### config.mk
export PLATFORM = sky130hd
export DESIGN_NAME = pidl_ctrl
export DESIGN_NICKNAME = d
export VERILOG_FILES = /design/src/rtl/pidl_pkg.sv /design/src/rtl/pidl_ctrl.sv
export SDC_FILE = /design/constraint.sdc
export NUM_CORES = 1
export LEC_CHECK = 0
export BUFFER_PORTS_ARGS = -buffer_cell sky130_fd_sc_hd__buf_2
export CAP_MARGIN = 20
export CORE_AREA = 2 2 39 41
export DETAILED_ROUTE_END_ITERATION = 10
export DIE_AREA = 0 0 41 43
export SYNTH_ARGS = -nofsm -noshare
export SYNTH_HDL_FRONTEND = slang
export SYNTH_SLANG_ARGS = --single-unit
### constraint.sdc
create_clock -name clock -period 1 [get_ports clock]
set_clock_uncertainty 0.05 [all_clocks]
set_input_delay 0.3 -clock clock [delete_from_list [all_inputs] [get_ports clock]]
set_output_delay 0.3 -clock clock [all_outputs]
set_load 0.02 [all_outputs]
### src/rtl/pidl_pkg.sv
`default_nettype none

package pidl_pkg;

   localparam logic [1:0] ACT_INSERT = 2'd0;
   localparam logic [1:0] ACT_DELETE = 2'd1;
   localparam logic [1:0] ACT_DUMP   = 2'd2;

   typedef enum logic [2:0] {
      STATUS_OK      = 3'd0,
      STATUS_INVALID = 3'd1,
      STATUS_FULL    = 3'd2,
      STATUS_EMPTY   = 3'd3,
      STATUS_ENTRY   = 3'd4
   } status_type;

   typedef struct packed {
      logic [1:0]  action;
      logic [5:0]  position;
      logic [31:0] value;
   } req_type;

   typedef struct packed {
      status_type  status;
      logic [31:0] entry_value;
      logic [5:0]  entry_index;
      logic        last;
   } rsp_type;

   typedef enum logic [1:0] {
      S_IDLE = 2'd0,
      S_EXEC = 2'd1,
      S_DUMP = 2'd2
   } state_type;

   typedef struct packed {
      logic capture;
      logic execute;
      logic dump_step;
   } cmd_type;

   typedef struct packed {
      logic [1:0] action;
      logic       list_empty;
      logic       dump_last;
      logic       slot_free;
   } stat_type;

endpackage

`default_nettype wire

### src/rtl/pidl_ctrl.sv
`default_nettype none

module pidl_ctrl (
   input  wire logic               clock,
   input  wire logic               reset,
   input  wire logic               req_valid,
   output logic                    req_ready,
   input  wire pidl_pkg::stat_type stat,
   output pidl_pkg::cmd_type       cmd
);

   pidl_pkg::state_type state_ff, state_in;

   always_ff @(posedge clock) begin
      if (reset) begin
         state_ff <= pidl_pkg::S_IDLE;
      end else begin
         state_ff <= state_in;
      end
   end

   always_comb begin
      state_in = state_ff;
      case (state_ff)
         pidl_pkg::S_IDLE: begin
            if (req_valid) begin
               state_in = pidl_pkg::S_EXEC;
            end
         end
         pidl_pkg::S_EXEC: begin
            if (stat.slot_free) begin
               if (stat.action == pidl_pkg::ACT_DUMP && !stat.list_empty) begin
                  state_in = pidl_pkg::S_DUMP;
               end else begin
                  state_in = pidl_pkg::S_IDLE;
               end
            end
         end
         pidl_pkg::S_DUMP: begin
            if (stat.slot_free && stat.dump_last) begin
               state_in = pidl_pkg::S_IDLE;
            end
         end
         default: begin
            state_in = pidl_pkg::S_IDLE;
         end
      endcase
   end

   always_comb begin
      req_ready     = 1'b0;
      cmd.capture   = 1'b0;
      cmd.execute   = 1'b0;
      cmd.dump_step = 1'b0;
      case (state_ff)
         pidl_pkg::S_IDLE: begin
            req_ready   = 1'b1;
            cmd.capture = req_valid;
         end
         pidl_pkg::S_EXEC: begin
            cmd.execute = stat.slot_free;
         end
         pidl_pkg::S_DUMP: begin
            cmd.dump_step = stat.slot_free;
         end
         default: begin
            req_ready = 1'b0;
         end
      endcase
   end

endmodule

`default_nettype wire

# ---- After elaboration in Yosys (flattened, before gate mapping)
# Cells that the tools add are included.
dict set report totals {
  latchBits 0
  output_inout_bits 4
  input_bits 8
  ramBits 0
  n_memories 0
  elab_cells 21
  rom_bits 0
  reg_bits 2
}
dict set report op_classes {
  order_cmp 0
  muxes 9
  n_div 0
  n_eq_ne 6
  shifts 0
  bitwise 0
  addsub 0
  n_mul 0
  n_reduce_logical 5
}
# cell count
set ops {}
lappend ops {{2-bit two-way mux} 4}
lappend ops {{2-bit inequality test, second input constant} 3}
lappend ops {{2-bit case mux with 3 select lines} 1}
lappend ops {{2-bit == test, second input constant} 2}
lappend ops {{1-bit two-way mux} 4}
lappend ops {{3-bit AND reduction} 1}
lappend ops {{2-bit by 1-bit == test with 1-bit output, second input constant} 1}
lappend ops {{1-bit logical AND} 2}
lappend ops {{2-bit logical NOT} 1}
lappend ops {{1-bit logical NOT} 1}

# ---- Logic depth before layout (Yosys ltp)
dict set report depth {
  word_depth 5
  mapped_depth 2
  mapped_depth_nobuf 2
}

# ---- Worst setup path after synthesis
# OpenSTA, ideal clock, no wires.
dict set report synth_path {
  path_kind {reg2out}
  from {register state_ff[1]}
  to {output cmd[2] in the netlist's numbering}
  stages_incl_launch_ff 3
  path_buffers 0
  arrival_time_ps 931
  slack_ps -281
  cell_sequence {dfxtp_1 nor2_1 and2_1}
}
# item line_no
set synth_rtl {}
lappend synth_rtl {{from (decl)} pidl_ctrl.sv:12} ;# pidl_pkg::state_type state_ff, state_in;
lappend synth_rtl {{from (signal assigned)} pidl_ctrl.sv:16} ;# state_ff <= pidl_pkg::S_IDLE;
lappend synth_rtl {{from (signal assigned)} pidl_ctrl.sv:18} ;# state_ff <= state_in;
lappend synth_rtl {{to (decl)} pidl_ctrl.sv:9} ;# output pidl_pkg::cmd_type cmd

==> results.toml <==
[finish]
largest_register = "state_ff"
multi_input_area_um2 = 88.8
reg.largest.list = "state_ff x2"
regArea_um2 = 47.5
area_growth_pct = 139
drive_gt1_frac = 0.767
diodes = 0
largest_register_ffs = 2
fillCellCount = 157
nNetsFinal = 40

[global_routing]
grtUsageTotal = 0.0701
antenna_found_initial = 0
overflow = 0
grt_pass1_wl_um = 676
grt_max_degree = 7
grt_pass1_vias = 161

[clocking]
clk_latency_ns = 0.23
cts.sinks = 2
postCtsHoldBufs = 0
cts_max_level = 1
cts.path.max_buffers = 2
root_buffer = "clkbuf_4"
clk_pin_slew_worst_paths_ns = 0.03
cts_tree = "done"
cts_buffers = 3
post_cts_buffers = 0

[detailed_routing]
dr.pass1.iters = 2
drt-vias-per-instance = 3.41
drtAntennaViolNets = 0
drtIter0Drc = 1
via_count = 157
wl_per_cell_um = 9.43
finalWirelength_um = 434
drc = 0

[synthesis]
async_flop_share = 0
synthMuxAreaShare = 0
seq_area_frac_synth = 0.340
syn_inst = 13
syn_area_um2 = 118
syn_nets = 21
synth_commonest_cells = "dfxtp_1, nand2b_1"
yosysTopAreaCell = "dfxtp_1"
synthDistinctLibCells = 11
yosys.area.top_type_share = 0.340
synth-edff-count = 0
post_synth_fa_ha_maj_area_fraction = 0
synth-xor-area-share = 0
synth_warnings = 0
synthSimpleGateAreaFrac = 0.521
ys_ff_latch = 2
ys_top_cells_by_area = "dfxtp_1, nand2b_1, and3b_2, a22o_1, and3b_1"
synth_top_family_by_area = "simple AND/OR/NAND/NOR gates"
synth_compound_area_frac = 0.138
avgSynthCellArea_um2 = 9.05
synthFlopType = "dfxtp_1"

[power_and_ir_drop]
ir_drop_mv = 0.601
switching_share = 0.254
p_clk_frac = 0.530
p_per_area_nw_per_um2 = 1240
power_frac_comb = 0.219
p_seq_frac = 0.251
finalPower_mw = 0.349
power.internal_mw = 0.260
p_switching_mw = 0.0884
p_leak_nw = 0.132

[sta]
hold_viol = 0
rsz0062_at_grt = "true"
final.period_utilization = 1.30
fin_hold_ws_ns = 0.287
fmax_mhz = 771
setup_slack_ns = -0.298
setup_violations = 4
slew_violations = 0
worstMarginPinSlew_ns = 0.314
max_slew_margin = 0.788
period_needed_ns = 1.30

[worst_setup_path]
path_class = "reg -> out"
cp.required_ns = 0.65
worstPathMaxFanout = 5
crit_path_end_kind = "primary output"
start_kind = "flop"
r2r_cells = 2
cp.arrival_ns = 0.95

[die]
chipWidth_um = 41
die-area_um2 = 1760
placementRows = 14
die_y_um = 43
start_util = 0.0850
num_io_pins = 12
fp.coreArea_um2 = 1380

[flow_run]
maxCapViolCount = 0

[placed_design]
io_buffers = 11
globalplace.congestion = 0.729
dpl.hpwl_um = 319

[min_path]
whs_path_depth = 3
hp-class = "in -> reg"

[status]
status = "finished with violations"
failed_checks = "negative setup slack"
cell families (layout without fill, tap and decap cells):
kind of cell	count (synthesis)	in the layout
compound gates	2	2
simple gates	9	9
buf+inv	0	17
flops	2	2
critical path, stage by stage (launching register included):
cell	delay, ns
dfxtp_4	0.35
and3b_2	0.25
buf_6	0.12
stage by stage:
| step | setup WS [ns] | TNS [ns] | util | instances | cell area (µm²) |
|---|---|---|---|---|---|
| after CTS | -0.301 | -1.05 | 0.198 | 46 | 274 |
| after floorplan | -0.0476 | -0.103 | - | 13 | 129 |
| final | -0.298 | -1.04 | 0.203 | 46 | 282 |
| after global routing | -0.342 | -1.18 | 0.203 | 46 | 282 |
| after detailed placement | -0.119 | -0.373 | 0.164 | 43 | 226 |
| after global placement | -0.104 | -0.358 | 0.164 | 43 | 226 |
cell usage in the layout (no fill, tap or decap), drive strengths merged:
cell type | netlist | routed
a22o | 1 | 1
nor2 | 1 | 1
dfxtp | 2 | 2
clkbuf | 0 | 3
nand2b | 2 | 2
a211oi | 1 | 1
nor4b | 1 | 1
and3b | 2 | 2
and2 | 1 | 1
buf | 0 | 14
nand2 | 1 | 1
nor3b | 1 | 1
per-layer routing:
| layer | vias to the layer above | global-route usage | part of all wire | routed length [µm] |
|---|---|---|---|---|
| li1 | 83 | - | - | - |
| met1 | 67 | 0.0607 | 0.35 | 151 |
| met2 | 7 | 0.0906 | 0.47 | 202 |
| met3 | 0 | 0.0995 | 0.18 | 80 |
| met4 | 0 | 0.0200 | 0 | 0 |
| met5 | - | 0 | 0 | 0 |
cell type report:
cell class              instances  area share
flip-flops and latches          2       0.169
clock buffers                   3      0.0800
well taps                      16      0.0711
repair buffers                 14       0.364
multi-input cells              11       0.316
power by group through the flow:
stage | combinational, mW | clock (mW) | sequential [mW]
after floorplan | 0.0312 | 0 | 0.0904
after global placement | 0.0656 | 0 | 0.0915
after detailed placement | 0.0651 | 0 | 0.0916
after CTS | 0.0751 | 0.194 | 0.0896
after global routing | 0.0839 | 0.206 | 0.0883
final | 0.0764 | 0.185 | 0.0876
worst paths after layout:
check                                  end  slack [ns]                startpoint
setup / recovery                    cmd[1]       -0.30  state_ff[1]$_SDFFE_PP0P_
setup reg to reg  state_ff[1]$_SDFFE_PP0P_        0.04  state_ff[1]$_SDFFE_PP0P_
hold reg to reg   state_ff[0]$_SDFFE_PP0P_        0.39  state_ff[1]$_SDFFE_PP0P_
hold / removal    state_ff[0]$_SDFFE_PP0P_        0.29                     reset
what timing repair did:
action,4_1_cts,5_1_grt
pin swaps,1,0
cloned,0,0
endpoints found under the setup margin,4,4
resized for setup,9,3
Note: power is estimated with default switching activity, not from simulation.
